## src/design/png_unf_pkg.sv

```systemverilog
`default_nettype none

package png_unf_pkg;

    // default sizing
    localparam int MAX_WIDTH_DEF  = 1024;
    localparam int LINE_BYTES_DEF = 4096;

    // configuration port
    localparam int CFG_IDX_W  = 2;
    localparam int CFG_DATA_W = 16;

    typedef enum logic [CFG_IDX_W-1:0] {
        CFG_IMAGE_WIDTH  = 2'd0,
        CFG_IMAGE_HEIGHT = 2'd1,
        CFG_HAS_ALPHA    = 2'd2
    } cfg_idx_t;

    // row filter types
    typedef enum logic [2:0] {
        FILT_NONE  = 3'd0,
        FILT_SUB   = 3'd1,
        FILT_UP    = 3'd2,
        FILT_AVG   = 3'd3,
        FILT_PAETH = 3'd4
    } filt_t;

    localparam logic [7:0] FILT_CODE_MAX = 8'd4;

    // channel codes
    localparam logic [1:0] CH_RED   = 2'd0;
    localparam logic [1:0] CH_GREEN = 2'd1;
    localparam logic [1:0] CH_BLUE  = 2'd2;
    localparam logic [1:0] CH_ALPHA = 2'd3;

    localparam logic [7:0] ALPHA_OPAQUE = 8'hFF;

    // what the sequencer hands to the reconstruction stage with each byte
    typedef struct packed {
        logic       is_filter;
        filt_t      filt;
        logic [1:0] ch;
        logic       first_row;
        logic       end_row;
        logic       end_img;
        logic       add_alpha;
    } s1_ctrl_t;

    // one rebuilt byte pushed towards the output stage
    typedef struct packed {
        logic       push;
        logic       add_alpha;
        logic [7:0] data;
        logic [1:0] ch;
        logic       end_row;
        logic       end_img;
    } recon_res_t;

    // one output transaction
    typedef struct packed {
        logic [7:0] pixel_byte;
        logic [1:0] channel;
        logic       last_of_row;
        logic       last_of_image;
        logic       last_in_run;
    } out_item_t;

endpackage

`default_nettype wire

```

## src/design/png_unf_recon.sv

```systemverilog
`default_nettype none

module png_unf_recon #(
    parameter int LINE_BYTES = png_unf_pkg::LINE_BYTES_DEF
) (
    input  logic                          clk,
    input  logic                          rst_n,
    input  logic                          load,
    input  png_unf_pkg::s1_ctrl_t         ctrl_in,
    input  logic [7:0]                    raw_in,
    input  logic [$clog2(LINE_BYTES)-1:0] addr_in,
    input  logic [7:0]                    upper_byte,
    input  logic                          out_can_take,
    output logic                          free,
    output logic                          wr_en,
    output logic [$clog2(LINE_BYTES)-1:0] wr_addr,
    output logic [7:0]                    wr_data,
    output png_unf_pkg::recon_res_t       res
);

    import png_unf_pkg::*;

    localparam int AW = $clog2(LINE_BYTES);

    function automatic logic [8:0] abs10(logic signed [9:0] v);
        logic signed [9:0] m;
        m = -v;
        return (v < 0) ? m[8:0] : v[8:0];
    endfunction

    logic           s1_valid_reg;
    s1_ctrl_t       s1_ctrl_reg;
    logic [7:0]     s1_raw_reg;
    logic [AW-1:0]  s1_addr_reg;
    logic [7:0]     left_reg [4];
    logic [7:0]     uleft_reg [4];

    logic              fire;
    logic [7:0]        a, b, c;
    logic [8:0]        sum_ab;
    logic [8:0]        pa, pb, pc;
    logic [7:0]        pred;
    logic [7:0]        x;

    assign fire = s1_valid_reg && (s1_ctrl_reg.is_filter || out_can_take);
    assign free = !s1_valid_reg || fire;

    always_ff @(posedge clk or negedge rst_n)
    begin
        if (!rst_n)
        begin
            s1_valid_reg <= 1'b0;
        end
        else if (load)
        begin
            s1_valid_reg <= 1'b1;
        end
        else if (fire)
        begin
            s1_valid_reg <= 1'b0;
        end
    end

    always_ff @(posedge clk)
    begin
        if (load)
        begin
            s1_ctrl_reg <= ctrl_in;
            s1_raw_reg  <= raw_in;
            s1_addr_reg <= addr_in;
        end
    end

    // prediction from left, upper and upper-left neighbours
    always_comb
    begin
        a      = left_reg[s1_ctrl_reg.ch];
        c      = uleft_reg[s1_ctrl_reg.ch];
        b      = s1_ctrl_reg.first_row ? 8'd0 : upper_byte;
        sum_ab = {1'b0, a} + {1'b0, b};
        pa     = abs10(signed'({2'b00, b}) - signed'({2'b00, c}));
        pb     = abs10(signed'({2'b00, a}) - signed'({2'b00, c}));
        pc     = abs10(signed'({1'b0, sum_ab}) - signed'({1'b0, c, 1'b0}));
        unique case (s1_ctrl_reg.filt)
            FILT_SUB:   pred = a;
            FILT_UP:    pred = b;
            FILT_AVG:   pred = sum_ab[8:1];
            FILT_PAETH:
            begin
                if ((pa <= pb) && (pa <= pc))
                begin
                    pred = a;
                end
                else if (pb <= pc)
                begin
                    pred = b;
                end
                else
                begin
                    pred = c;
                end
            end
            default:    pred = 8'd0;
        endcase
        x = s1_raw_reg + pred;
    end

    // neighbour bytes, cleared by each filter byte
    always_ff @(posedge clk or negedge rst_n)
    begin
        if (!rst_n)
        begin
            for (int k = 0; k < 4; k++)
            begin
                left_reg[k]  <= 8'd0;
                uleft_reg[k] <= 8'd0;
            end
        end
        else if (fire)
        begin
            if (s1_ctrl_reg.is_filter)
            begin
                for (int k = 0; k < 4; k++)
                begin
                    left_reg[k]  <= 8'd0;
                    uleft_reg[k] <= 8'd0;
                end
            end
            else
            begin
                left_reg[s1_ctrl_reg.ch]  <= x;
                uleft_reg[s1_ctrl_reg.ch] <= b;
            end
        end
    end

    assign wr_en   = fire && !s1_ctrl_reg.is_filter;
    assign wr_addr = s1_addr_reg;
    assign wr_data = x;

    always_comb
    begin
        res.push      = fire && !s1_ctrl_reg.is_filter;
        res.add_alpha = s1_ctrl_reg.add_alpha;
        res.data      = x;
        res.ch        = s1_ctrl_reg.ch;
        res.end_row   = s1_ctrl_reg.end_row;
        res.end_img   = s1_ctrl_reg.end_img;
    end

endmodule

`default_nettype wire

```

## config.mk

```make
export PLATFORM = sky130hd
export DESIGN_NAME = png_unf_recon
export DESIGN_NICKNAME = d
export VERILOG_FILES = /design/src/design/png_unf_pkg.sv /design/src/design/png_unf_recon.sv
export SDC_FILE = /design/constraint.sdc
export NUM_CORES = 1
export LEC_CHECK = 0
export BUFFER_PORTS_ARGS = -buffer_cell sky130_fd_sc_hd__buf_2
export CELL_PAD_IN_SITES_DETAIL_PLACEMENT = 0
export CELL_PAD_IN_SITES_GLOBAL_PLACEMENT = 2
export CORE_ASPECT_RATIO = 1.5
export CORE_MARGIN = 5
export CORE_UTILIZATION = 35
export DETAILED_ROUTE_END_ITERATION = 8
export PLACE_DENSITY_LB_ADDON = 0.1
export SLEW_MARGIN = 20
export SYNTH_ARGS = -nofsm -noshare
export SYNTH_HDL_FRONTEND = slang
export SYNTH_SLANG_ARGS = --single-unit
```

## constraint.sdc

```tcl
create_clock -name clk -period 8.4 [get_ports clk]
set_input_delay 0 -clock clk [delete_from_list [all_inputs] [get_ports clk]]
set_output_delay 0 -clock clk [all_outputs]
set_load 0.01 [all_outputs]
```

==> results.sh <==
export IMPL_outcome="finished, final reports clean"
export IMPL_ios=78
export IMPL_vias=6209
export IMPL_path_clk_slew_ns=0.07
export IMPL_finalCritPeriodShare_pct=95.4
export IMPL_tightest_slew_ns=1.00
export IMPL_ys_ff_latch=95
export IMPL_clock_latency_ns=0.34
export IMPL_core_area_um2=20400
export IMPL_die_height_um=187
export IMPL_syn_num_nets=848
export IMPL_synth_top_cell_by_area="dfrtp_1"
export IMPL_synth_area_per_cell_um2=9.86
export IMPL_crit_path_frequent_cell="a21oi_2"
export IMPL_grt_overflow=0
export IMPL_layout_drive_gt1_share_pct=21.5
export IMPL_cts_root_buf="clkbuf_16"
export IMPL_drtIter0Drc=320
export IMPL_final_setup_skew_ns=0.00538
export IMPL_required_ns=8.62
export IMPL_grt_max_degree=66
export IMPL_async_flop_share_pct=68.4
export IMPL_viasPerCell=5.60
export IMPL_p_per_area_nw_per_um2=391
export IMPL_drv_cap=0
export IMPL_antenna_found_initial=0
export IMPL_final_area_um2=8810
export IMPL_ant_nets=0
export IMPL_hold_viol=0
export IMPL_crit_family="compound AO/OA/AOI/OAI gates"
export IMPL_crit_slowest_cell="mux4_2"
export IMPL_worst_slack_ns=0.385
export IMPL_cp_data_arrival_time_ns=8.24
export IMPL_grt_pass1_vias=6526
export IMPL_dr_pass1_iters=6
export IMPL_cpPeakStageDelay_ns=0.58
export IMPL_irDropWorstVdd_v=0.000213
export IMPL_max_freq_mhz=125
export IMPL_io_buffer_count=77
export IMPL_drv_slew=0
export IMPL_worstSetupStartpointType="flop"
export IMPL_start_util_pct=35.6
export IMPL_whs_ns=0.220
export IMPL_remaining_drc_errors=0
export IMPL_hold_start="upper_byte[2]"
export IMPL_place_congestion=0.953
export IMPL_diodes=0
export IMPL_slew_headroom_pct=33.2
export IMPL_end_kind="flop"
export IMPL_synth_top_cell_area_share_pct=22.3
export IMPL_layout_min_cycle_time_ns=8.02
export IMPL_fin_setup_tns_ns=0
export IMPL_leakage_nw=3.89
export IMPL_dp_cells=1053
export IMPL_synthCells=738
export IMPL_hpwl_mm=18.2
export IMPL_synth_edf_count=30
export IMPL_yosys_top_cells_area="dfrtp_1, edfxtp_1, ha_1, a22o_1, mux4_2"
export IMPL_rows=64
export IMPL_synthToLayoutAreaGrowth_pct=21.0
export IMPL_yosysSeqAreaShare_pct=34.7
export IMPL_hp_class="primary input to flop"
export IMPL_h_tree_depth=3
export IMPL_crit_start="res[2]$_DFFE_PP_"
export IMPL_critPathKind="flop to flop"
export IMPL_grtUsageTotal_pct=19.8
export IMPL_cts_buffers=9
export IMPL_placed_cell_area_um2=7990
export IMPL_cp_num_buf_inv=2
export IMPL_synthTopCellsByCount="dfrtp_1, ha_1, a22o_1, nand2_1, nor2_1"
export IMPL_die_x_um=128
export IMPL_synth_area_um2=7280
export IMPL_dieArea_um2=23800
export IMPL_setup_viol=0
export IMPL_instances_no_fill=1109
export IMPL_r2r_start="res[2]$_DFFE_PP_"
export IMPL_wire_per_inst_um=21.4
export IMPL_synthFlopType="dfrtp_1"
export IMPL_synth_distinct_cells=72
export IMPL_ys_warn_count=0
export IMPL_drt_wl_total_mm=23.7
export IMPL_cts_tree="built"
export IMPL_synthMostInstantiatedCell="dfrtp_1"
export IMPL_cts_path_max_buffers=2
export IMPL_cp_max_fo=9
export IMPL_pre_cts_slack_ns=-0.0543
export IMPL_final_net_count=950
export IMPL_cts_sinks=95
export IMPL_grt_pass1_wl_mm=36.7
==> placed cells by master (no fill, tap or decap), types with 5 or more instances in the layout <==
master and count:
o21ai_0 23, dlygate4sd3_1 32, fa_1 5, a22o_1 61, dfrtp_1 65, ha_1 61, nand2b_1 9, xnor2_1 29
a21oi_1 23, a21oi_2 8, nand2_1 49, o21a_1 9, o311ai_0 5, a21o_1 9, edfxtp_1 30, buf_2 78
buf_4 28, a31oi_1 5, o21ai_2 5, or3_1 8, o21bai_1 10, clkbuf_16 9, xor2_1 10, nand3_1 18
nor3_1 11, o211ai_1 13, mux4_2 15, nand4_1 7, and2_1 5, nor2b_1 15, o22ai_1 7, inv_1 40
nor2_1 43
==> layout make-up <==
class / instances / area [um2]
fillers: 2029 / 11600
repair buffers: 143 / 986
flip-flops and latches: 95 / 2530
inverters: 40 / 150
well taps: 264 / 330
multi-input cells: 551 / 4530
clock buffers: 14 / 264
clock inverters: 2 / 16.3
==> repair_timing <==
action / in CTS / in global routing
hold endpoints to repair: 96 / 0
buffers inserted: 0 / 6
resized for setup: 4 / 30
pin swaps: 0 / 10
hold buffers: 32 / 0
setup endpoints to repair: 6 / 18
cloned: 0 / 2
==> worst paths after layout <==
path | endpoint | depth (start not counted) | slack (ns)
max | left_reg[15]$_DFFE_PN0P_ | 37 | 0.38
min | uleft_reg[2]$_DFFE_PN0P_ | 3 | 0.22
max reg2reg | left_reg[15]$_DFFE_PN0P_ | 37 | 0.38
min reg2reg | left_reg[10]$_DFFE_PN0P_ | 1 | 0.50
max in group asynchronous | left_reg[21]$_DFFE_PN0P_ | 3 | 7.45
min in group asynchronous | uleft_reg[19]$_DFFE_PN0P_ | 3 | 0.37
==> logic make-up after synthesis <==
family / synth area share [%]
adder cells (fa/ha/maj): 12.7
XOR/XNOR: 5.72
AND/OR/NAND/NOR: 13.9
flip-flops: 34.7
multiplexers: 5.69
AO/OA/AOI/OAI: 21.6
buffers and inverters: 5.71
==> where the power goes <==
part           total [mW]  leakage, nW  internal [mW]  switching [mW]
sequential          0.550         1.19          0.522          0.0280
combinational        2.51         2.56           1.07            1.44
clock               0.387        0.133          0.218           0.169
==> worst reg2reg max path, delay by kind of cell (launching register included) <==
kind                       cells  cell delay [ns]
AOI/OAI and AO/OA             19             2.96
muxes                          1             0.58
DFF                            1             0.41
adders and majority gates      6             1.97
xor gates and xnor gates       3             0.66
buffers and inverters          2             0.32
and+or+nand+nor                6             1.00
==> routing by layer <==
metal  vias up  share of wire, %  track usage (%)
met1      3076                38             22.1
met3        51               2.5             1.72
met5         -                 0                0
met4         0               4.7             9.80
met2       135                54             36.7
li1       2947                 -                -
==> per-stage QoR <==
stage               util (%)  total power [mW]
floorplan                  -              2.19
global placement        39.1              2.76
detailed placement      39.1              2.80
CTS                     42.1              3.22
global route            43.1              3.71
finish                  43.1              3.45
Power figures use the tool's default switching activity.
