--- src/design/png_unf_pkg.sv ---
`default_nettype none

package png_unf_pkg;

    // default sizing
    localparam int MAX_WIDTH_DEF  = 1024;
    localparam int LINE_BYTES_DEF = 4096;

    // configuration port
    localparam int CFG_IDX_W  = 2;
    localparam int CFG_DATA_W = 16;

    typedef enum logic [CFG_IDX_W-1:0] {
        CFG_IMAGE_WIDTH  = 2'd0,
        CFG_IMAGE_HEIGHT = 2'd1,
        CFG_HAS_ALPHA    = 2'd2
    } cfg_idx_t;

    // row filter types
    typedef enum logic [2:0] {
        FILT_NONE  = 3'd0,
        FILT_SUB   = 3'd1,
        FILT_UP    = 3'd2,
        FILT_AVG   = 3'd3,
        FILT_PAETH = 3'd4
    } filt_t;

    localparam logic [7:0] FILT_CODE_MAX = 8'd4;

    // channel codes
    localparam logic [1:0] CH_RED   = 2'd0;
    localparam logic [1:0] CH_GREEN = 2'd1;
    localparam logic [1:0] CH_BLUE  = 2'd2;
    localparam logic [1:0] CH_ALPHA = 2'd3;

    localparam logic [7:0] ALPHA_OPAQUE = 8'hFF;

    // what the sequencer hands to the reconstruction stage with each byte
    typedef struct packed {
        logic       is_filter;
        filt_t      filt;
        logic [1:0] ch;
        logic       first_row;
        logic       end_row;
        logic       end_img;
        logic       add_alpha;
    } s1_ctrl_t;

    // one rebuilt byte pushed towards the output stage
    typedef struct packed {
        logic       push;
        logic       add_alpha;
        logic [7:0] data;
        logic [1:0] ch;
        logic       end_row;
        logic       end_img;
    } recon_res_t;

    // one output transaction
    typedef struct packed {
        logic [7:0] pixel_byte;
        logic [1:0] channel;
        logic       last_of_row;
        logic       last_of_image;
        logic       last_in_run;
    } out_item_t;

endpackage

`default_nettype wire

--- src/design/png_unf_seq.sv ---
`default_nettype none

module png_unf_seq #(
    parameter int MAX_WIDTH  = png_unf_pkg::MAX_WIDTH_DEF,
    parameter int LINE_BYTES = png_unf_pkg::LINE_BYTES_DEF
) (
    input  logic                          clk,
    input  logic                          rst_n,
    input  logic                          accept,
    input  logic [7:0]                    raw_byte,
    input  logic [10:0]                   image_width,
    input  logic [15:0]                   image_height,
    input  logic                          has_alpha,
    output logic                          rd_en,
    output logic [$clog2(LINE_BYTES)-1:0] rd_addr,
    output png_unf_pkg::s1_ctrl_t         ctrl
);

    import png_unf_pkg::*;

    localparam int          AW    = $clog2(LINE_BYTES);
    localparam int          CW    = $clog2(LINE_BYTES + 1);
    localparam logic [10:0] W_CAP = (MAX_WIDTH > 2047) ? 11'd2047 : 11'(MAX_WIDTH);
    localparam logic [15:0] LB16  = 16'(LINE_BYTES);

    logic          await_filt_reg, await_filt_next;
    logic [CW-1:0] col_reg, col_next;
    logic [1:0]    mod3_reg, mod3_next;
    logic [15:0]   row_reg, row_next;
    logic          first_row_reg, first_row_next;
    filt_t         row_filt_reg, row_filt_next;

    logic [10:0] w_eff;
    logic [12:0] stride_raw;
    logic [15:0] stride;
    logic [15:0] h_eff;
    logic [15:0] col_inc;
    logic [16:0] row_inc;
    logic        end_row;
    logic        end_img;
    logic [1:0]  cur_ch;

    // row length in bytes: a zero width counts as one, the width is clamped to MAX_WIDTH, the stride to the line store
    always_comb
    begin
        if (image_width == 11'd0)
        begin
            w_eff = 11'd1;
        end
        else if (image_width > W_CAP)
        begin
            w_eff = W_CAP;
        end
        else
        begin
            w_eff = image_width;
        end
        if (has_alpha)
        begin
            stride_raw = {w_eff, 2'b00};
        end
        else
        begin
            stride_raw = {1'b0, w_eff, 1'b0} + {2'b00, w_eff};
        end
        stride  = ({3'b000, stride_raw} > LB16) ? LB16 : {3'b000, stride_raw};
        h_eff   = (image_height == 16'd0) ? 16'd1 : image_height;
        col_inc = 16'(col_reg) + 16'd1;
        row_inc = {1'b0, row_reg} + 17'd1;
        end_row = (col_inc >= stride);
        end_img = end_row && (row_inc >= {1'b0, h_eff});
        // channel from the byte index, so a format change mid-row applies at once
        cur_ch  = has_alpha ? col_reg[1:0] : mod3_reg;
    end

    always_comb
    begin
        await_filt_next = await_filt_reg;
        col_next        = col_reg;
        mod3_next       = mod3_reg;
        row_next        = row_reg;
        first_row_next  = first_row_reg;
        row_filt_next   = row_filt_reg;
        if (accept)
        begin
            if (await_filt_reg)
            begin
                row_filt_next   = (raw_byte > FILT_CODE_MAX) ? FILT_NONE : filt_t'(raw_byte[2:0]);
                await_filt_next = 1'b0;
                col_next        = '0;
                mod3_next       = 2'd0;
            end
            else if (end_row)
            begin
                await_filt_next = 1'b1;
                if (end_img)
                begin
                    row_next       = 16'd0;
                    first_row_next = 1'b1;
                end
                else
                begin
                    row_next       = row_inc[15:0];
                    first_row_next = 1'b0;
                end
            end
            else
            begin
                col_next  = col_reg + CW'(1);
                mod3_next = (mod3_reg == 2'd2) ? 2'd0 : mod3_reg + 2'd1;
            end
        end
    end

    always_ff @(posedge clk or negedge rst_n)
    begin
        if (!rst_n)
        begin
            await_filt_reg <= 1'b1;
            col_reg        <= '0;
            mod3_reg       <= 2'd0;
            row_reg        <= 16'd0;
            first_row_reg  <= 1'b1;
            row_filt_reg   <= FILT_NONE;
        end
        else
        begin
            await_filt_reg <= await_filt_next;
            col_reg        <= col_next;
            mod3_reg       <= mod3_next;
            row_reg        <= row_next;
            first_row_reg  <= first_row_next;
            row_filt_reg   <= row_filt_next;
        end
    end

    assign rd_en   = accept && !await_filt_reg;
    assign rd_addr = col_reg[AW-1:0];

    always_comb
    begin
        ctrl.is_filter = await_filt_reg;
        ctrl.filt      = row_filt_reg;
        ctrl.ch        = cur_ch;
        ctrl.first_row = first_row_reg;
        ctrl.end_row   = end_row;
        ctrl.end_img   = end_img;
        ctrl.add_alpha = !has_alpha && (cur_ch == CH_BLUE);
    end

endmodule

`default_nettype wire

--- config.mk ---
export PLATFORM = sky130hd
export DESIGN_NAME = png_unf_seq
export DESIGN_NICKNAME = d
export VERILOG_FILES = /design/src/design/png_unf_pkg.sv /design/src/design/png_unf_seq.sv
export SDC_FILE = /design/constraint.sdc
export NUM_CORES = 1
export LEC_CHECK = 0
export BUFFER_PORTS_ARGS = -buffer_cell sky130_fd_sc_hd__buf_2
export CORE_MARGIN = 2
export CORE_UTILIZATION = 30
export DETAILED_ROUTE_END_ITERATION = 12
export PLACE_DENSITY = 0.52
export RECOVER_POWER = 100
export SLEW_MARGIN = 20
export SYNTH_ARGS = -nofsm -noshare
export SYNTH_HDL_FRONTEND = slang
export SYNTH_SLANG_ARGS = --single-unit
--- constraint.sdc ---
create_clock -name clk -period 9 [get_ports clk]
set_input_delay 0.9 -clock clk [delete_from_list [all_inputs] [get_ports clk]]
set_output_delay 0.9 -clock clk [all_outputs]
set_load 0.005 [all_outputs]
==> flow_metrics.tcl, run 1 <==
set metrics [dict create \
    status "finished with violations" \
    violations "max-capacitance violations, max-slew violations" \
    crit_buf_inv 4 \
    die_h_um 116 \
    syn2layout_area_growth_pct 10.6 \
    ys_async_sr_fraction_pct 100 \
    post_cts_resized 0 \
    die_area_um2 13500 \
    cp_slowest_cell "o21a_1" \
    synth_edf_count 0 \
    fin_crit_ns 7.11 \
    hold_buffers 0 \
    synth_top_area_cell "dfrtp_1" \
    cp_common_cell "ha_1" \
    synthMostInstantiatedCell "inv_1" \
    netlist_area_um2 3790 \
    cts_tree "done" \
    largest_reg_flops 16 \
    rows 41 \
    clkLatencyLatePin_ns 0.28 \
    grt_max_degree 37 \
    tns_ns 0 \
    yosys-top-cells-area "dfrtp_1 22%, ha_1 12%, xnor2_1 4.2%" \
    crit_type "in -> out" \
    drive_gt1_share_pct 12.5 \
    cts_root_buffer "clkbuf_16" \
    start_util_pct 30.4 \
    synthFlopType "dfrtp_1" \
    r2r_end "row_reg[8]" \
    maxSlewHeadroom_pct -32.0 \
    cap_violations 1 \
    r2r_start "col_reg[0]" \
    period_share_pct 79.0 \
    detail-route-antenna-nets 0 \
    num_vias 3360 \
    final_cell_count_no_fill 668 \
    swShare_pct 44.2 \
    crit_family "compound AO/OA/AOI/OAI gates" \
    synth.ff_latch_count 36 \
    h-tree-depth 2 \
    finalClockSkew_ns 0.00271 \
    drtPass1Iterations 5 \
    postCtsSetupBuffers 0 \
    cp_cell_sequence "clkbuf_1, nor4_1, a31oi_1, nor2_1, ha_1, fa_1, inv_1, o211ai_1, o21ai_0, or4b_1, o311ai_0, nand2_1, ha_1, a211o_1, a21oi_1, o21a_1, clkinvlp_2, and2_0, buf_2" \
    holdWs_ns 0.489 \
    drtIter0Drc 153 \
    io_pins 62 \
    grt_util_met3_pct 2.70 \
    seq_power_share_pct 30.6 \
    antenna_cells 0 \
    top_usage_layer "met2" \
    cp-startpoint "image_width[3]" \
    synth_top_area_share_pct 22.5 \
    p_comb_share_pct 50.6 \
    cp.required_ns 8.10 \
    placed_cells 660 \
    synth-seq-area-share_pct 23.9 \
    cts_made_buffers 5 \
    ir_drop_v 0.0000921 \
    crit_fanout 17 \
    finalHoldViolCount 0 \
    grt_overflow 0 \
    nets 571 \
    gp_congestion 0.798 \
    ff2ff_setup_slack_ns 3.81 \
    grtUsageTotal_pct 14.0 \
    post-dp-hpwl_um 7100 \
    fmax_mhz 141 \
    grt_pass1_vias 3179 \
    hold_path_class "reg -> reg" \
    start_kind "primary input" \
    yosys_warnings 0 \
    pwr_density_cell_nw_per_um2 222 \
    rsz0062_at_grt "no" \
    p_int_uw 518 \
    syn_nets 537 \
    crit_path_end "ctrl[1]" \
    p_leak_nw 1.94 \
    power.switching_uw 410 \
    final_cell_area_um2 4190 \
    cp_data_arrival_time_ns 6.21 \
    met2_usage_pct 21.6 \
    yosysUniqueCellTypes 66 \
    finalSetupViolations 0 \
    die_w_um 116 \
    grt_first_pass_wirelength_um 15300 \
    end_kind "primary output" \
    syn_inst 461 \
    drv_slew 37 \
    placed_area_um2 4090 \
    port_buffers 61 \
    slowest_delay_ns 0.61 \
    clkPwrFrac_pct 18.7 \
    ff2ff_path_depth 14 \
    worst-slew-pin-transition_ns 1.98 \
    wl_per_cell_um 13.6 \
    design.core.area_um2 12500 \
    cp.depth 19 \
    post_synth.cell_area_avg_um2 8.21 \
    antenna_found_initial 0 \
    synth_common_cells "41 x inv_1, 36 x ha_1, 34 x dfrtp_1, 33 x nand2_1, 31 x o21ai_0" \
    fillerInstances 1316 \
    clk_pin_slew_ns 0.05 \
    use_met1_pct 20.5 \
    routed_via_density 5.03 \
    drc 0 \
    wirelength_um 9110 \
    clock_sinks 36 \
    cts.path.max_buffers 2 \
]
layout by cell type (no fill, tap or decap), drive strengths merged, types with 6 or more instances in the layout:
| cell type | count |
|---|---|
| xor2 | 10 |
| dfrtp | 34 |
| o211ai | 7 |
| nand2 | 33 |
| ha | 36 |
| o21ai | 31 |
| nand3 | 17 |
| inv | 41 |
| xnor2 | 18 |
| nor2b | 14 |
| o2bb2ai | 13 |
| nand2b | 10 |
| a21oi | 27 |
| a21o | 6 |
| clkbuf | 28 |
| buf | 41 |
| nor4 | 8 |
| o21a | 8 |
| nor3 | 11 |
| nor2 | 24 |
| and3 | 11 |
worst register-to-register path: cells and delay by family (launching register included):
family	cells	cell delay, ns
buffers and inverters	1	0.50
DFF	1	0.49
AOI/OAI and AO/OA	4	1.45
xor gates and xnor gates	1	0.28
adders and majority gates	2	0.58
and+or+nand+nor	6	1.72
cell type report:
cell class / count / area [um2] / area share [%]
clock buffer: 8 / 146 / 3.50
inverter: 43 / 163 / 3.89
multi-input combinational: 348 / 2480 / 59.2
sequential: 36 / 903 / 21.6
tap: 172 / 215 / 5.14
timing repair buffer: 61 / 280 / 6.69
worst min path at each step:
stage | from | end | cells after the start
after global routing | first_row_reg | first_row_reg | 2
after floorplan | first_row_reg | first_row_reg | 2
after CTS | first_row_reg | first_row_reg | 2
after detailed placement | first_row_reg | first_row_reg | 2
after global placement | first_row_reg | first_row_reg | 2
final | first_row_reg | first_row_reg | 2
cell families (layout without fill, tap and decap cells):
family | after synthesis | after routing | share of synthesized area (%)
adders and majority gates | 37 | 37 | 12.4
muxes | 9 | 9 | 2.51
xor gates and xnor gates | 28 | 28 | 6.48
AOI/OAI and AO/OA | 129 | 129 | 23.7
DFF | 36 | 36 | 23.9
buffers and inverters | 77 | 112 | 10.0
and+or+nand+nor | 145 | 145 | 21.0
metrics by stage:
step / total power [mW] / util, % / setup slack (ns)
CTS: 0.960 / 34.0 / 2.55
detailed placement: 0.781 / 32.8 / 2.59
global route: 1.03 / 33.6 / 1.35
finish: 0.927 / 33.6 / 1.89
floorplan: 0.684 / - / 3.55
global placement: 0.770 / 32.8 / 2.67
layer usage:
| layer | vias to the layer above | part of all wire [%] |
|---|---|---|
| met3 | 5 | 5.4 |
| met4 | 0 | 0.57 |
| met2 | 76 | 44 |
| met5 | - | 0 |
| met1 | 1550 | 50 |
| li1 | 1729 | - |
power groups by stage:
stage | clock, mW | sequential, mW | combinational [mW]
2_1_floorplan | 0 | 0.259 | 0.425
3_3_place_gp | 0 | 0.287 | 0.483
3_5_place_dp | 0 | 0.286 | 0.495
4_1_cts | 0.179 | 0.283 | 0.498
5_1_grt | 0.186 | 0.296 | 0.547
6_report | 0.173 | 0.284 | 0.470
(Power assumes the default switching activity.)
==> run 2: changes to the inputs <==
- clock period: 9 -> 7.3 ns (I/O delays scaled with it)
==> flow_metrics.tcl, run 2 (synthesis results as in run 1) <==
set metrics [dict create \
    status "finished with violations" \
    violations "max-capacitance violations, max-slew violations" \
    drive_gt1_share_pct 13.3 \
    end_kind "primary output" \
    post_cts_resized 0 \
    cts_made_buffers 5 \
    top_usage_layer "met2" \
    drtIter0Drc 178 \
    crit_family "compound AO/OA/AOI/OAI gates" \
    clk_pin_slew_ns 0.06 \
    design.core.area_um2 12500 \
    clock_sinks 36 \
    p_leak_nw 1.96 \
    tns_ns 0 \
    crit_buf_inv 5 \
    post-dp-hpwl_um 7300 \
    ff2ff_path_depth 15 \
    min_from "first_row_reg" \
    ff2ff_setup_slack_ns 2.85 \
    fillerInstances 1303 \
    die_area_um2 13500 \
    io_pins 62 \
    holdWs_ns 0.494 \
    nets 572 \
    antenna_cells 0 \
    met2_usage_pct 22.5 \
    cts_root_buffer "clkbuf_16" \
    grtUsageTotal_pct 14.4 \
    finalHoldViolCount 0 \
    syn2layout_area_growth_pct 11.0 \
    layout_common_cells "43 x buf_2, 41 x inv_1, 36 x ha_1, 34 x dfrtp_1, 33 x nand2_1" \
    hold_path_class "reg -> reg" \
    min_to "first_row_reg" \
    drtPass1Iterations 4 \
    gp_congestion 0.797 \
    fmax_mhz 167 \
    period_share_pct 81.9 \
    ir_drop_v 0.000147 \
    cts_tree "done" \
    finalSetupViolations 0 \
    pwr_density_cell_nw_per_um2 278 \
    routed_via_density 5.05 \
    largest_reg_flops 16 \
    start_util_pct 30.4 \
    grt_max_degree 37 \
    die_w_um 116 \
    wl_per_cell_um 13.9 \
    finalClockSkew_ns 0.00430 \
    postCtsSetupBuffers 0 \
    grt_pass1_vias 3240 \
    cp_cell_sequence "clkbuf_1, nor4_1, a31oi_1, nor2_1, ha_1, fa_1, inv_1, o211ai_1, o21ai_0, or4b_1, o311ai_0, nand2_1, ha_1, a211o_1, a21oi_1, o21a_1, buf_4, inv_6, and2_1, clkbuf_1" \
    worst-slew-pin-transition_ns 1.99 \
    maxSlewHeadroom_pct -32.7 \
    detail-route-antenna-nets 0 \
    die_h_um 116 \
    slowest_delay_ns 0.56 \
    cp_slowest_cell "or4b_1" \
    drv_slew 37 \
    grt_first_pass_wirelength_um 15900 \
    num_vias 3377 \
    hold_depth 2 \
    clkLatencyLatePin_ns 0.28 \
    port_buffers 61 \
    cts.path.max_buffers 2 \
    antenna_found_initial 0 \
    placed_area_um2 4100 \
    grt_util_met3_pct 2.39 \
    drc 0 \
    rows 41 \
    start_kind "primary input" \
    r2r_start "col_reg[0]" \
    rsz0062_at_grt "no" \
    h-tree-depth 2 \
    cp_data_arrival_time_ns 5.25 \
    r2r_end "row_reg[8]" \
    use_met1_pct 21.4 \
    wirelength_um 9290 \
    crit_fanout 17 \
    cap_violations 1 \
    cp.required_ns 6.57 \
    final_util_pct 33.7 \
    hold_buffers 0 \
    crit_type "in -> out" \
    fin_crit_ns 5.98 \
    final_cell_area_um2 4200 \
    layout_commonest_cell "buf_2" \
    grt_overflow 0 \
]
==> run 2: worst reg2reg max path: stages, from the launching register on <==
cell	delay, ns
dfrtp_1	0.49
ha_1	0.27
and3_1	0.24
and3_1	0.24
and3_1	0.25
and3_1	0.26
nand3_1	0.12
xnor2_1	0.27
ha_1	0.30
a221o_1	0.34
a21oi_1	0.28
o21a_1	0.17
buf_4	0.25
inv_6	0.07
nand4b_1	0.51
o221ai_1	0.24
==> run 2: worst max-delay path by stage <==
stage / startpoint / to / slack, ns / depth (start not counted)
after global placement: image_width[3] / ctrl[1] / 1.63 / 20
after CTS: image_width[3] / ctrl[1] / 1.53 / 20
after floorplan: image_width[7] / ctrl[1] / 2.19 / 22
after global routing: image_width[3] / ctrl[1] / 0.87 / 20
after detailed placement: image_width[3] / ctrl[1] / 1.56 / 20
final: image_width[3] / ctrl[1] / 1.32 / 20
==> run 2: final cells by class <==
class                   instances  area (um2)  share of cell area [%]
clock buffers                   6         139                    3.30
clock inverters                 2        10.0                   0.238
inverters                      43         166                    3.96
multi-input cells             348        2480                    59.0
flip-flops and latches         36         903                    21.5
well taps                     172         215                    5.12
repair buffers                 62         290                    6.91
==> run 2: per-layer routing <==
layer | wire length, um | vias to the layer above
li1 | - | 1725
met4 | 24 | 0
met3 | 348 | 2
met2 | 4150 | 47
met5 | 0 | -
met1 | 4760 | 1603
==> run 2: through the flow <==
stage               instances  setup WS (ns)  power (mW)
global placement          661           1.63       0.958
finish                    669           1.32        1.17
detailed placement        661           1.56       0.977
floorplan                 461           2.19       0.843
CTS                       669           1.53        1.20
global route              669          0.874        1.29
==> run 2: power by group <==
group          internal [mW]  switching, mW
Clock                  0.135         0.0818
Sequential             0.258         0.0932
Combinational          0.255          0.345
==> run 3: changes to the inputs <==
- ABC_AREA: not set -> 1
- clock period: 7.3 -> 6.1 ns (I/O delays scaled with it)
==> flow_metrics.tcl, run 3 <==
set metrics [dict create \
    status "finished with violations" \
    violations "max-capacitance violations, max-slew violations" \
    worst-slew-pin-transition_ns 2.07 \
    cts_made_buffers 5 \
    synth_top_area_cell "dfrtp_1" \
    cts.path.max_buffers 2 \
    synthMostInstantiatedCell "nand2_1" \
    drtPass1Iterations 4 \
    clock_sinks 36 \
    tns_ns 0 \
    h-tree-depth 2 \
    largest_reg_flops 16 \
    grt_pass1_vias 3466 \
    end_kind "primary output" \
    clk_pin_slew_ns 0.06 \
    clkLatencyLatePin_ns 0.28 \
    synth_edf_count 0 \
    fillerInstances 1321 \
    syn2layout_area_growth_pct 13.1 \
    start_util_pct 30.7 \
    fin_crit_ns 5.39 \
    wirelength_um 9420 \
    finalSetupViolations 0 \
    slowest_delay_ns 0.34 \
    ir_drop_v 0.000104 \
    cp_common_cell "nand2_1" \
    drive_gt1_share_pct 11.9 \
    drc 0 \
    routed_via_density 4.67 \
    num_vias 3612 \
    drv_slew 37 \
    die_h_um 115 \
    crit_fanout 9 \
    multi_input_area_um2 2310 \
    yosys-top-cells-area "dfrtp_1 23%, nand2_1 15%, ha_1 12%" \
    die_w_um 115 \
    syn_inst 557 \
    io_pins 62 \
    design.core.area_um2 12100 \
    finalClockSkew_ns 0.00677 \
    yosysUniqueCellTypes 44 \
    synth_common_cells "152 x nand2_1, 89 x inv_1, 46 x nor2_1, 39 x nand3_1, 36 x ha_1" \
    seq_power_share_pct 31.7 \
    p_int_uw 620 \
    grt_max_degree 37 \
    yosys_warnings 0 \
    post_synth.cell_area_avg_um2 6.66 \
    hold_buffers 0 \
    cp.required_ns 5.49 \
    cp_data_arrival_time_ns 4.78 \
    cts_tree "done" \
    p_leak_nw 2.38 \
    p_comb_share_pct 44.7 \
    cp_slowest_cell "nor2_1" \
    detail-route-antenna-nets 0 \
    antenna_cells 0 \
    netlist_area_um2 3710 \
    port_buffers 61 \
    hold_path_class "reg -> reg" \
    layout_commonest_cell "nand2_1" \
    swShare_pct 42.7 \
    finalHoldViolCount 0 \
    cts_root_buffer "clkbuf_16" \
    wl_per_cell_um 12.2 \
    drtIter0Drc 163 \
    power.switching_uw 462 \
    rows 40 \
    grtUsageTotal_pct 14.9 \
    synth_top_area_share_pct 22.9 \
    die_area_um2 13300 \
    start_kind "primary input" \
    antenna_found_initial 0 \
    synth.ff_latch_count 36 \
    grt_overflow 0 \
    postCtsSetupBuffers 0 \
    grt_first_pass_wirelength_um 16000 \
    clkPwrFrac_pct 23.6 \
    rsz0062_at_grt "no" \
    synthFlopType "dfrtp_1" \
    synth-seq-area-share_pct 24.4 \
    ys_async_sr_fraction_pct 100 \
    maxSlewHeadroom_pct -37.9 \
    gp_congestion 0.893 \
    crit_type "in -> out" \
    syn_nets 633 \
    nets 680 \
    pwr_density_cell_nw_per_um2 258 \
    post-dp-hpwl_um 7650 \
    fmax_mhz 185 \
    post_cts_resized 0 \
    layout_common_cells "152 x nand2_1, 90 x inv_1, 46 x nor2_1, 46 x buf_2, 39 x nand3_1" \
    regArea_um2 903 \
    cap_violations 1 \
    period_share_pct 88.4 \
    power_mw 1.08 \
]
==> run 3: cells by family after synthesis <==
kind of cell    count (synthesis)  synth area share [%]
xor+xnor                       18                  4.25
fa+ha+maj                      37                  12.7
buf+inv                       112                  13.4
flops                          36                  24.4
simple gates                  281                  33.7
compound gates                 73                  11.6
==> run 3: worst max-delay path, delay by kind of cell <==
| kind | cells | cell delay (ns) |
|---|---|---|
| simple gates | 18 | 2.07 |
| buf+inv | 4 | 0.45 |
| fa+ha+maj | 2 | 0.59 |
| compound gates | 6 | 1.05 |
==> run 3: cell type report <==
type | instances | area share (%)
Multi-Input combinational cell | 409 | 55.0
Sequential cell | 36 | 21.5
Inverter | 91 | 8.15
Timing Repair Buffer | 61 | 6.83
Tap cell | 168 | 5.01
Clock buffer | 5 | 2.98
Clock inverter | 3 | 0.448
==> run 3: worst paths after layout <==
path                            cells past startpoint              end  slack [ns]            start
worst max-delay path                               30          ctrl[1]        0.71   image_width[3]
worst min-delay path                                2  row_filt_reg[1]        0.49  row_filt_reg[1]
worst max register to register                     20      row_reg[12]        2.45       col_reg[0]
worst min register to register                      2  row_filt_reg[1]        0.49  row_filt_reg[1]
max in group asynchronous                           1       col_reg[6]        4.00            rst_n
min in group asynchronous                           1       row_reg[0]        0.92            rst_n
==> run 3: power groups by stage <==
stage                     sequential (mW)  clock (mW)  combinational, mW
after detailed placement            0.348           0              0.496
after CTS                           0.344       0.262              0.498
after floorplan                     0.333           0              0.393
after global routing                0.350       0.271              0.566
final                               0.342       0.256              0.484
after global placement              0.348           0              0.490
==> run 3: layer usage <==
metal  wire [um]  share of wire [%]  global-route usage (%)
met4          57               0.61                    2.73
met5           0                  0                       0
met3         366                3.9                    2.42
met1        4660                 50                    20.3
met2        4330                 46                    25.2
==> run 3: through the flow <==
stage	hold WS (ns)	utilization (%)	cells	setup slack (ns)	cell area [um2]
CTS	0.486	34.9	773	0.721	4210
floorplan	0.314	-	557	1.59	3710
detailed placement	0.481	33.7	765	0.647	4070
finish	0.488	34.8	773	0.705	4190
global route	0.526	34.8	773	0.0367	4190
global placement	0.472	33.7	765	0.775	4070
