`config.mk`:
```
export PLATFORM = sky130hd
export DESIGN_NAME = png_unf_out_flat
export DESIGN_NICKNAME = d
export VERILOG_FILES = /design/src/design/png_unf_pkg.sv /design/src/design/png_unf_if.sv /design/src/design/png_unf_out.sv /design/src/flat_wrapper.sv
export SDC_FILE = /design/constraint.sdc
export NUM_CORES = 1
export LEC_CHECK = 0
export ABC_AREA = 1
export BUFFER_PORTS_ARGS = -buffer_cell sky130_fd_sc_hd__buf_2
export CORE_MARGIN = 10
export CORE_UTILIZATION = 46
export CTS_CLUSTER_SIZE = 20
export DETAILED_ROUTE_END_ITERATION = 8
export GPL_TIMING_DRIVEN = 0
export PLACE_DENSITY = 0.79
export SYNTH_ARGS = -nofsm -noshare
export SYNTH_HDL_FRONTEND = slang
export SYNTH_SLANG_ARGS = --single-unit
```
`constraint.sdc`:
```
create_clock -name clk -period 2.6 [get_ports clk]
set_input_delay 0.26 -clock clk [delete_from_list [all_inputs] [get_ports clk]]
set_output_delay 0.26 -clock clk [all_outputs]
set_load 0.1 [all_outputs]
```
`src/design/png_unf_pkg.sv`:
```
`default_nettype none

package png_unf_pkg;

    // default sizing
    localparam int MAX_WIDTH_DEF  = 1024;
    localparam int LINE_BYTES_DEF = 4096;

    // configuration port
    localparam int CFG_IDX_W  = 2;
    localparam int CFG_DATA_W = 16;

    typedef enum logic [CFG_IDX_W-1:0] {
        CFG_IMAGE_WIDTH  = 2'd0,
        CFG_IMAGE_HEIGHT = 2'd1,
        CFG_HAS_ALPHA    = 2'd2
    } cfg_idx_t;

    // row filter types
    typedef enum logic [2:0] {
        FILT_NONE  = 3'd0,
        FILT_SUB   = 3'd1,
        FILT_UP    = 3'd2,
        FILT_AVG   = 3'd3,
        FILT_PAETH = 3'd4
    } filt_t;

    localparam logic [7:0] FILT_CODE_MAX = 8'd4;

    // channel codes
    localparam logic [1:0] CH_RED   = 2'd0;
    localparam logic [1:0] CH_GREEN = 2'd1;
    localparam logic [1:0] CH_BLUE  = 2'd2;
    localparam logic [1:0] CH_ALPHA = 2'd3;

    localparam logic [7:0] ALPHA_OPAQUE = 8'hFF;

    // what the sequencer hands to the reconstruction stage with each byte
    typedef struct packed {
        logic       is_filter;
        filt_t      filt;
        logic [1:0] ch;
        logic       first_row;
        logic       end_row;
        logic       end_img;
        logic       add_alpha;
    } s1_ctrl_t;

    // one rebuilt byte pushed towards the output stage
    typedef struct packed {
        logic       push;
        logic       add_alpha;
        logic [7:0] data;
        logic [1:0] ch;
        logic       end_row;
        logic       end_img;
    } recon_res_t;

    // one output transaction
    typedef struct packed {
        logic [7:0] pixel_byte;
        logic [1:0] channel;
        logic       last_of_row;
        logic       last_of_image;
        logic       last_in_run;
    } out_item_t;

endpackage

`default_nettype wire

```
`src/design/png_unf_if.sv`:
```
`default_nettype none


interface png_unf_out_if;
    logic       valid;
    logic       ready;
    logic [7:0] pixel_byte;
    logic [1:0] channel;
    logic       last_of_row;
    logic       last_of_image;
    logic       last_in_run;

    modport source (output valid, output pixel_byte, output channel, output last_of_row,
                    output last_of_image, output last_in_run, input ready);
    modport sink   (input valid, input pixel_byte, input channel, input last_of_row,
                    input last_of_image, input last_in_run, output ready);
endinterface

`default_nettype wire

```
`src/design/png_unf_out.sv`:
```
`default_nettype none

module png_unf_out (
    input  logic                    clk,
    input  logic                    rst_n,
    input  png_unf_pkg::recon_res_t res,
    output logic                    can_take,
    png_unf_out_if.source           out_ch
);

    import png_unf_pkg::*;

    logic      out_valid_reg;
    out_item_t out_item_reg;
    logic      pend_reg;
    out_item_t pend_item_reg;
    out_item_t first_item;
    out_item_t alpha_item;
    logic      taken;

    assign taken    = out_valid_reg && out_ch.ready;
    assign can_take = (!out_valid_reg || out_ch.ready) && !pend_reg;

    always_comb
    begin
        first_item.pixel_byte    = res.data;
        first_item.channel       = res.ch;
        first_item.last_of_row   = res.end_row && !res.add_alpha;
        first_item.last_of_image = res.end_img && !res.add_alpha;
        first_item.last_in_run   = !res.add_alpha;
        alpha_item.pixel_byte    = ALPHA_OPAQUE;
        alpha_item.channel       = CH_ALPHA;
        alpha_item.last_of_row   = res.end_row;
        alpha_item.last_of_image = res.end_img;
        alpha_item.last_in_run   = 1'b1;
    end

    always_ff @(posedge clk or negedge rst_n)
    begin
        if (!rst_n)
        begin
            out_valid_reg <= 1'b0;
            pend_reg      <= 1'b0;
        end
        else if (res.push)
        begin
            out_valid_reg <= 1'b1;
            pend_reg      <= res.add_alpha;
        end
        else if (taken)
        begin
            out_valid_reg <= pend_reg;
            pend_reg      <= 1'b0;
        end
    end

    always_ff @(posedge clk)
    begin
        if (res.push)
        begin
            out_item_reg  <= first_item;
            pend_item_reg <= alpha_item;
        end
        else if (taken && pend_reg)
        begin
            out_item_reg <= pend_item_reg;
        end
    end

    assign out_ch.valid         = out_valid_reg;
    assign out_ch.pixel_byte    = out_item_reg.pixel_byte;
    assign out_ch.channel       = out_item_reg.channel;
    assign out_ch.last_of_row   = out_item_reg.last_of_row;
    assign out_ch.last_of_image = out_item_reg.last_of_image;
    assign out_ch.last_in_run   = out_item_reg.last_in_run;

endmodule

`default_nettype wire

```
`src/flat_wrapper.sv`:
```
// flat-port wrapper written by rule: the top's interface ports become plain ports
module png_unf_out_flat import png_unf_pkg::*;
  (clk, rst_n, res, can_take, out_ch_valid, out_ch_pixel_byte, out_ch_channel, out_ch_last_of_row, out_ch_last_of_image, out_ch_last_in_run, out_ch_ready);
  png_unf_out_if out_ch_i ();
  input  logic clk;
  input  logic rst_n;
  input  png_unf_pkg::recon_res_t res;
  output logic can_take;
  output wire logic [$bits(out_ch_i.valid)-1:0] out_ch_valid;
  output wire logic [$bits(out_ch_i.pixel_byte)-1:0] out_ch_pixel_byte;
  output wire logic [$bits(out_ch_i.channel)-1:0] out_ch_channel;
  output wire logic [$bits(out_ch_i.last_of_row)-1:0] out_ch_last_of_row;
  output wire logic [$bits(out_ch_i.last_of_image)-1:0] out_ch_last_of_image;
  output wire logic [$bits(out_ch_i.last_in_run)-1:0] out_ch_last_in_run;
  input wire logic [$bits(out_ch_i.ready)-1:0] out_ch_ready;
  assign out_ch_valid = out_ch_i.valid;
  assign out_ch_pixel_byte = out_ch_i.pixel_byte;
  assign out_ch_channel = out_ch_i.channel;
  assign out_ch_last_of_row = out_ch_i.last_of_row;
  assign out_ch_last_of_image = out_ch_i.last_of_image;
  assign out_ch_last_in_run = out_ch_i.last_in_run;
  assign out_ch_i.ready = out_ch_ready;
  png_unf_out u_core (.clk(clk), .rst_n(rst_n), .res(res), .can_take(can_take), .out_ch(out_ch_i));
endmodule
```
==> results of run 1 <==
==> worst max-delay path: stages, from the launching register on <==
cell and delay, ns:
dfrtp_1 0.43, a21oi_2 0.14, buf_2 0.43
==> power by group through the flow <==
stage / Combinational (W) / Sequential, W / Clock (W)
after floorplan: 0.0000336 / 0.000429 / 0
after global placement: 0.000164 / 0.000329 / 0
after detailed placement: 0.000166 / 0.000330 / 0
after CTS: 0.000168 / 0.000324 / 0.000136
after global routing: 0.000173 / 0.000326 / 0.000159
final: 0.000166 / 0.000324 / 0.000133
==> layer usage <==
| metal | vias to the layer above | wire length (µm) |
|---|---|---|
| li1 | 231 | - |
| met1 | 210 | 527 |
| met2 | 17 | 649 |
| met3 | 2 | 133 |
| met4 | 0 | 10 |
| met5 | - | 0 |
==> worst paths after layout <==
kind                                          from                        end  slack, ns  cells after the start
max in group asynchronous                    rst_n            u_core.pend_reg       2.23                      2
min                                         res[0]    u_core.pend_item_reg[1]       0.17                      1
max reg2reg                    u_core.out_ch.valid  u_core.out_ch.last_of_row       1.30                      2
min in group asynchronous                    rst_n        u_core.out_ch.valid       0.28                      2
min reg2reg                u_core.pend_item_reg[2]  u_core.out_ch.last_of_row       0.53                      2
max                            u_core.out_ch.valid                   can_take       1.07                      2
==> cells by family after synthesis <==
kind of cell	count (synthesis)	share of synthesized area, %
AO/OA/AOI/OAI	1	0.770
flip-flops	17	77.1
AND/OR/NAND/NOR	24	18.7
buffers and inverters	4	3.47
==> per-stage QoR <==
stage	utilization [%]	total power (W)	hold slack, ns	cells
6_report	65.5	0.000623	0.170	97
5_1_grt	65.5	0.000657	0.135	97
2_1_floorplan	-	0.000463	-0.0356	46
3_3_place_gp	62.8	0.000493	0.0442	92
3_5_place_dp	62.8	0.000496	0.0454	92
4_1_cts	65.5	0.000628	0.160	97
==> what timing repair did <==
action                                 4_1_cts  5_1_grt
endpoints found under the hold margin        2        0
hold buffers                                 1        0
buffers inserted                             0        0
==> layout make-up <==
| type | instances | area, µm² | share of cell area, % |
|---|---|---|---|
| sequential | 17 | 500 | 58.0 |
| timing repair buffer | 32 | 165 | 19.1 |
| multi-input combinational | 25 | 130 | 15.1 |
| clock buffer | 4 | 26.3 | 3.04 |
| tap | 15 | 18.8 | 2.17 |
| buffer | 1 | 11.3 | 1.30 |
| inverter | 3 | 11.3 | 1.30 |
==> layout by cell type, fill, tap and decap left out <==
cell            n
dlygate4sd3_1   1
buf_2          31
nand2_1         9
clkbuf_1        1
edfxtp_1       15
or2_2           5
inv_1           2
dfrtp_1         2
nand3_1         5
buf_6           1
clkbuf_4        3
inv_2           1
a21oi_2         1
or2_1           5
==> results.json, run 1 <==
{
  "synth_top_area_share_pct": 69.4,
  "synth.area.top_cells": "edfxtp_1 69%, dfrtp_1 7.7%, nand2_1 5.2%, or2_1 4.8%, or2_2 4.8%",
  "syn_area_um2": 649,
  "die_width_um": 57.6,
  "swShare_pct": 34.7,
  "wl_per_cell_um": 13.6,
  "grt_util_all_layers_pct": 8.12,
  "status": "completed",
  "seqPwrFrac_pct": 52.0,
  "ant_nets": 0,
  "drive_gt1_share_pct": 51.2,
  "rsz0062_at_grt": "false",
  "synth_edf_count": 15,
  "postPlaceCellArea_um2": 827,
  "fin_area_um2": 863,
  "vdd_drop_max_v": 0.000394,
  "slew_violations": 0,
  "cts_resized": 0,
  "overflow": 0,
  "fmax_mhz": 653,
  "tightest_slew_ns": 0.515,
  "crit_path_start_kind": "register",
  "synth_top_cell_by_area": "edfxtp_1",
  "num_vias": 460,
  "arrival_ns": 1.27,
  "yosysSeqAreaShare_pct": 77.1,
  "path_class": "reg2out",
  "p_int_w": 0.000407,
  "clockBufferDepth": 2,
  "p_per_area_nw_per_um2": 721,
  "hold_path_class": "in2reg",
  "cts_sinks": 17,
  "synthFlopType": "edfxtp_1",
  "netlist-cell-type-count": 10,
  "slew_headroom_pct": 65.6,
  "cts_tree": "built",
  "tns_ns": 0,
  "p_sw_w": 0.000216,
  "drt_iter0_drc": 8,
  "cts_inserted_buffers": 3,
  "grt_pass1_vias": 483,
  "combPwrFrac_pct": 26.6,
  "gr-usage-met1_pct": 7.85,
  "postSynth.asyncResetShare_pct": 11.8,
  "design.portCount": 32,
  "die_area_um2": 3310,
  "min_period_ns": 1.53,
  "clkPwrFrac_pct": 21.3,
  "path_clk_slew_ns": 0.09,
  "core_um2": 1320,
  "port_buffers": 31,
  "insertion_delay_ns": 0.28,
  "crit_path_end_kind": "output port",
  "start_util_pct": 49.3,
  "met2_usage_pct": 12.3,
  "synth-seq-cells": 17,
  "max_cap_violations": 0,
  "finalHoldViolations": 0,
  "yosys_warnings": 0,
  "setup_slack_ns": 1.07,
  "met3_usage_pct": 5.97,
  "synth_nets": 63,
  "viasPerCell": 4.74,
  "netlist_instances": 46,
  "fill_cells": 106,
  "crit_required_ns": 2.34,
  "min_period_over_period_pct": 58.9,
  "finalSetupViolCount": 0,
  "synth.top_cells.by_count": "15 x edfxtp_1, 9 x nand2_1, 5 x nand3_1, 5 x or2_1, 5 x or2_2",
  "nNetsFinal": 100,
  "n_antenna_cell": 0,
  "first_pass_iters": 2,
  "largest_reg_flops": 8,
  "busiest_layer": "met2",
  "place_congestion": 0.648,
  "rows": 13,
  "fp.dieH_um": 57.6,
  "ctsHtreeMaxLevel": 1,
  "wl_um": 1320,
  "syn_to_final_growth_pct": 32.9,
  "avgSynthCellArea_um2": 14.1,
  "grt_pass1_wl_um": 2100,
  "synthMostInstantiatedCell": "edfxtp_1",
  "grt_max_degree": 14,
  "p_leak_nw": 0.378,
  "antenna_found_initial": 0,
  "crit_fanout": 5,
  "clockRootBuffer": "clkbuf_4",
  "finClkSkew_ns": 0.00546,
  "dp_worst_setup_slack_ns": 1.21,
  "drt_drc_violations_left": 0
}
Power figures use the tool's default switching activity.
==> inputs of run 2 (changes only) <==
Settings changed: CORE_UTILIZATION 46 to 38, PLACE_DENSITY 0.79 to 0.7.
Clock period 2.6 ns to 1.28 ns, I/O delays scaled along.
==> results.json, run 2 (synthesized netlist as in run 1, its figures left out) <==
{
  "status": "completed",
  "place_congestion": 0.621,
  "die_area_um2": 3760,
  "cts_sinks": 17,
  "met2_usage_pct": 13.3,
  "fmax_mhz": 795,
  "gr-usage-met1_pct": 7.01,
  "slew_headroom_pct": 67.1,
  "clockRootBuffer": "clkbuf_4",
  "fin_area_um2": 901,
  "insertion_delay_ns": 0.28,
  "n_antenna_cell": 0,
  "cp-startpoint": "u_core.out_ch.valid",
  "critPathMaxStageDelay_ns": 0.52,
  "first_pass_iters": 3,
  "num_vias": 447,
  "grt_util_all_layers_pct": 7.29,
  "grt_max_degree": 14,
  "min_period_over_period_pct": 98.3,
  "endpoint": "can_take",
  "tightest_slew_ns": 0.497,
  "final_cell_mix": "29 x buf_2, 15 x edfxtp_1, 8 x nand2_1",
  "drt_iter0_drc": 6,
  "crit_buf_inv": 1,
  "grt_pass1_wl_um": 2060,
  "cp_cell_sequence": "a21oi_4 > buf_12",
  "fp.dieH_um": 61.3,
  "drive_gt1_share_pct": 53.7,
  "largest_reg_flops": 8,
  "rr_worst_depth": 2,
  "min_period_ns": 1.26,
  "grt_pass1_vias": 475,
  "post_cts_buffers": 0,
  "wl_um": 1310,
  "post-route-util_pct": 57.8,
  "postPlaceCellArea_um2": 847,
  "drt_drc_violations_left": 0,
  "path_class": "reg2out",
  "slew_violations": 0,
  "crit_family": "flip-flops",
  "finClkSkew_ns": 0.00268,
  "die_width_um": 61.3,
  "design.portCount": 32,
  "finalHoldViolations": 0,
  "crit_path_start_kind": "register",
  "ctsHtreeMaxLevel": 1,
  "stdcell_count": 98,
  "syn_to_final_growth_pct": 38.7,
  "start_util_pct": 41.7,
  "r2r-end": "u_core.out_ch.pixel_byte[4]",
  "p_per_area_nw_per_um2": 1430,
  "hold_path_class": "in2reg",
  "mostFrequentLayoutCell": "buf_2",
  "rsz0062_at_grt": "true",
  "ant_nets": 0,
  "path_clk_slew_ns": 0.09,
  "slowest_stage": "dfrtp_4",
  "port_buffers": 31,
  "finalSetupViolCount": 0,
  "wl_per_cell_um": 13.4,
  "core_um2": 1560,
  "crit_path_end_kind": "output port",
  "viasPerCell": 4.56,
  "arrival_ns": 1.13,
  "met3_usage_pct": 2.06,
  "rows": 14,
  "busiest_layer": "met2",
  "nNetsFinal": 100,
  "p_leak_nw": 0.387,
  "crit_required_ns": 1.15,
  "max_cap_violations": 0,
  "overflow": 0,
  "clockBufferDepth": 2,
  "regToRegStartpoint": "u_core.out_ch.valid",
  "dp_hpwl_um": 1030,
  "worst-path-stages": 2,
  "rrSetupSlack_ns": 0.19,
  "total_power_w": 0.00129,
  "crit_fanout": 5,
  "dp.cells": 93,
  "cts_inserted_buffers": 3,
  "vdd_drop_max_v": 0.000672,
  "cts_tree": "built",
  "antenna_found_initial": 0
}
==> run 2: cell counts in the layout (fill, tap and decap cells not counted) <==
No cell type changed its count.
==> run 2: worst min-delay path by stage <==
| stage | depth (start not counted) | start | slack, ns | to |
|---|---|---|---|---|
| after floorplan | 0 | rst_n | -0.17 | u_core.pend_reg |
| after global placement | 1 | rst_n | -0.09 | u_core.pend_reg |
| after detailed placement | 1 | rst_n | -0.09 | u_core.pend_reg |
| after CTS | 1 | res[0] | 0.03 | u_core.pend_item_reg[1] |
| after global routing | 1 | res[1] | 0.02 | u_core.pend_item_reg[2] |
| final | 1 | res[0] | 0.04 | u_core.pend_item_reg[1] |
==> run 2: power breakdown <==
group          leakage, nW  switching [W]  total, W  internal (W)
clock network       0.0150       0.000148  0.000269      0.000121
registers            0.161      0.0000135  0.000661      0.000647
logic                0.211       0.000281  0.000356     0.0000746
total                0.387       0.000443   0.00129      0.000843
==> run 2: worst register-to-register path, cell delays in order, from the launching register on <==
cell     delay (ns)
dfrtp_4        0.45
nand3_1        0.14
nand2_4        0.19
==> run 2: area by class of cell <==
type / instances / area [µm²]
Tap cell: 16 / 20.0
Multi-Input combinational cell: 25 / 145
Buffer: 1 / 11.3
Inverter: 3 / 11.3
Fill cell: 130 / 658
Sequential cell: 17 / 504
Clock buffer: 4 / 26.3
Timing Repair Buffer: 32 / 183
==> run 2: what timing repair did <==
action                                  4_1_cts  5_1_grt
resized for setup                             5        0
hold buffers                                  1        0
hold endpoints to repair                      2        0
endpoints found under the setup margin        2        1
==> run 2: metrics by stage <==
stage	hold WS, ns	setup TNS [ns]	setup slack (ns)
after global placement	-0.0877	0	0.129
after global routing	0.0234	-0.0306	-0.0306
after CTS	0.0323	0	0.0112
final	0.0412	0	0.0219
after floorplan	-0.168	-0.138	-0.0804
after detailed placement	-0.0861	0	0.117
==> run 2: per-layer routing <==
layer  part of all wire, %  up-vias  routed length (µm)
met5                     0        -                   0
met4                   2.1        0                  27
met3                   9.3        2                 122
met2                    49       19                 650
met1                    39      197                 513
li1                      -      229                   -
==> inputs of run 3 (changes only) <==
Settings changed: ABC_AREA 1 to 0, CORE_UTILIZATION 38 to 39, PLACE_DENSITY 0.7 to 0.71.
==> results.json, run 3 <==
{
  "path_class": "reg2out",
  "synth_xor_area_share_pct": 0,
  "total_power_w": 0.00130,
  "stdcell_count": 93,
  "fp.dieH_um": 61.1,
  "cts_sinks": 17,
  "finClkSkew_ns": 0.00399,
  "die_width_um": 61.1,
  "fill_cells": 122,
  "vdd_drop_max_v": 0.000852,
  "drt_iter0_drc": 3,
  "wl_um": 1310,
  "yosys.area_share.simple_pct": 14.8,
  "die_area_um2": 3740,
  "viasPerCell": 4.67,
  "rrSetupSlack_ns": 0.10,
  "antenna_found_initial": 0,
  "synthMuxAreaShare_pct": 0,
  "holdWs_ns": 0.0322,
  "dp_worst_setup_slack_ns": 0.116,
  "p_leak_nw": 0.380,
  "synthMostInstantiatedCell": "edfxtp_1",
  "max_cap_violations": 0,
  "grt_max_degree": 14,
  "setup_slack_ns": 0.0117,
  "critPathMaxStageDelay_ns": 0.51,
  "insertion_delay_ns": 0.29,
  "place_congestion": 0.615,
  "largest_reg_flops": 8,
  "cts_tree": "built",
  "core_um2": 1560,
  "arrival_ns": 1.14,
  "min_to": "u_core.pend_item_reg[1]",
  "synth.top_cells.by_count": "15 x edfxtp_1, 11 x nand2b_1",
  "crit_path_start_kind": "register",
  "hold_depth": 1,
  "crit_fanout": 4,
  "syn_to_final_growth_pct": 38.5,
  "slew_headroom_pct": 67.2,
  "r2r-end": "u_core.out_ch.pixel_byte[7]",
  "synth_top_family_by_area": "simple AND/OR/NAND/NOR gates",
  "grt_pass1_wl_um": 2040,
  "slowest_stage": "dfrtp_4",
  "drive_gt1_share_pct": 54.5,
  "busiest_layer": "met2",
  "rsz0062_at_grt": "true",
  "rr_worst_depth": 2,
  "slew_violations": 0,
  "status": "completed",
  "final_cell_mix": "29 x buf_2, 15 x edfxtp_1, 11 x nand2b_1",
  "finalHoldViolations": 0,
  "path_clk_slew_ns": 0.09,
  "crit_required_ns": 1.15,
  "start_util_pct": 42.3,
  "num_vias": 434,
  "dp.cells": 88,
  "port_buffers": 31,
  "gr-usage-met1_pct": 7.65,
  "met3_usage_pct": 3.91,
  "synth_top_area_share_pct": 68.3,
  "wl_per_cell_um": 14.1,
  "hold_path_class": "in2reg",
  "p_per_area_nw_per_um2": 1430,
  "grt_pass1_vias": 463,
  "synth_nets": 58,
  "synth-seq-cells": 17,
  "cts_inserted_buffers": 3,
  "synthFlopType": "edfxtp_1",
  "finalSetupViolCount": 0,
  "netlist_instances": 41,
  "netlist-cell-type-count": 13,
  "design.portCount": 32,
  "postSynth.asyncResetShare_pct": 11.8,
  "tightest_slew_ns": 0.495,
  "nNetsFinal": 95,
  "rows": 14,
  "syn_area_um2": 659,
  "met2_usage_pct": 11.8,
  "synth-compound-area-share_pct": 7.02,
  "overflow": 0,
  "n_antenna_cell": 0,
  "drt_drc_violations_left": 0,
  "ant_nets": 0,
  "min_from": "res[0]",
  "yosysSeqAreaShare_pct": 75.9,
  "synth-adder-area-share_pct": 0,
  "cp_cell_sequence": "a21oi_4 > buf_12",
  "avgSynthCellArea_um2": 16.1,
  "min_period_ns": 1.27,
  "yosys_warnings": 0,
  "regToRegStartpoint": "u_core.out_ch.valid",
  "ctsHtreeMaxLevel": 1,
  "crit_path_end_kind": "output port",
  "dp_hpwl_um": 1030,
  "min_period_over_period_pct": 99.1,
  "first_pass_iters": 4,
  "synth_top_cell_by_area": "edfxtp_1",
  "fmax_mhz": 788,
  "mostFrequentLayoutCell": "buf_2",
  "clockRootBuffer": "clkbuf_4",
  "synth.area.top_cells": "edfxtp_1 68%, nand2b_1 10%, dfrtp_1 7.6%, a22o_1 2.7%, a21o_1 2.3%",
  "synth_edf_count": 15,
  "grt_util_all_layers_pct": 7.45,
  "clockBufferDepth": 2
}
==> run 3: changes by cell type in the layout (fill, tap and decap cells not counted), moves of 2 or more <==
| cell | before | now |
|---|---|---|
| nand2b_1 | 0 | 11 |
| or2_1 | 5 | 0 |
| a22o_1 | 0 | 2 |
| or2_2 | 5 | 0 |
| nand2_1 | 8 | 0 |
| nand3_1 | 5 | 0 |
==> run 3: cells by family after synthesis <==
kind of cell	after synthesis
flip-flops	17
AND/OR/NAND/NOR	15
AO/OA/AOI/OAI	6
buffers and inverters	3
==> run 3: critical path: cells and delay by family (launching register included) <==
family                 cells  cell delay [ns]
flip-flops                 1             0.51
buffers and inverters      1             0.19
AO/OA/AOI/OAI              1             0.15
==> run 3: timing repair <==
| action | in CTS | in global routing |
|---|---|---|
| setup endpoints to repair | 2 | 1 |
| endpoints found under the hold margin | 2 | 0 |
| setup buffers | 0 | 0 |
| gates cloned | 0 | 0 |
| resized for setup | 5 | 0 |
| hold buffers | 1 | 0 |
==> run 3: metrics by stage <==
| step | util, % | instance area, µm² | TNS [ns] |
|---|---|---|---|
| 2_1_floorplan | - | 684 | -0.637 |
| 3_3_place_gp | 55.1 | 860 | 0 |
| 3_5_place_dp | 55.1 | 860 | 0 |
| 4_1_cts | 58.6 | 913 | -0.000303 |
| 5_1_grt | 58.6 | 913 | -0.0250 |
| 6_report | 58.6 | 913 | 0 |
==> run 3: layout make-up <==
cell class	instances	area [µm²]	area share, %
clock buffers	4	26.3	2.88
plain buffers	1	7.51	0.822
well taps	16	20.0	2.19
repair buffers	32	183	20.0
multi-input cells	21	165	18.1
flip-flops and latches	17	504	55.2
inverters	2	7.51	0.822
==> run 3: worst max-delay path by stage <==
stage	startpoint	depth (start not counted)	endpoint	slack [ns]
after floorplan	u_core.out_ch.valid	1	can_take	-0.08
after global placement	u_core.out_ch.valid	2	u_core.out_ch.channel[0]	0.12
after detailed placement	u_core.out_ch.valid	2	u_core.out_ch.channel[0]	0.12
after CTS	u_core.out_ch.valid	2	can_take	-0.0003
after global routing	u_core.out_ch.valid	2	can_take	-0.03
final	u_core.out_ch.valid	2	can_take	0.01
==> run 3: per-layer routing <==
metal	wire length, µm	vias to the layer above
met3	131	3
li1	-	216
met4	24	0
met1	557	191
met2	597	24
met5	0	-
==> run 3: power breakdown <==
group | total [W] | switching [W] | internal [W]
logic | 0.000364 | 0.000281 | 0.0000823
clock network | 0.000279 | 0.000158 | 0.000121
registers | 0.000661 | 0.0000138 | 0.000647
total | 0.00130 | 0.000453 | 0.000851
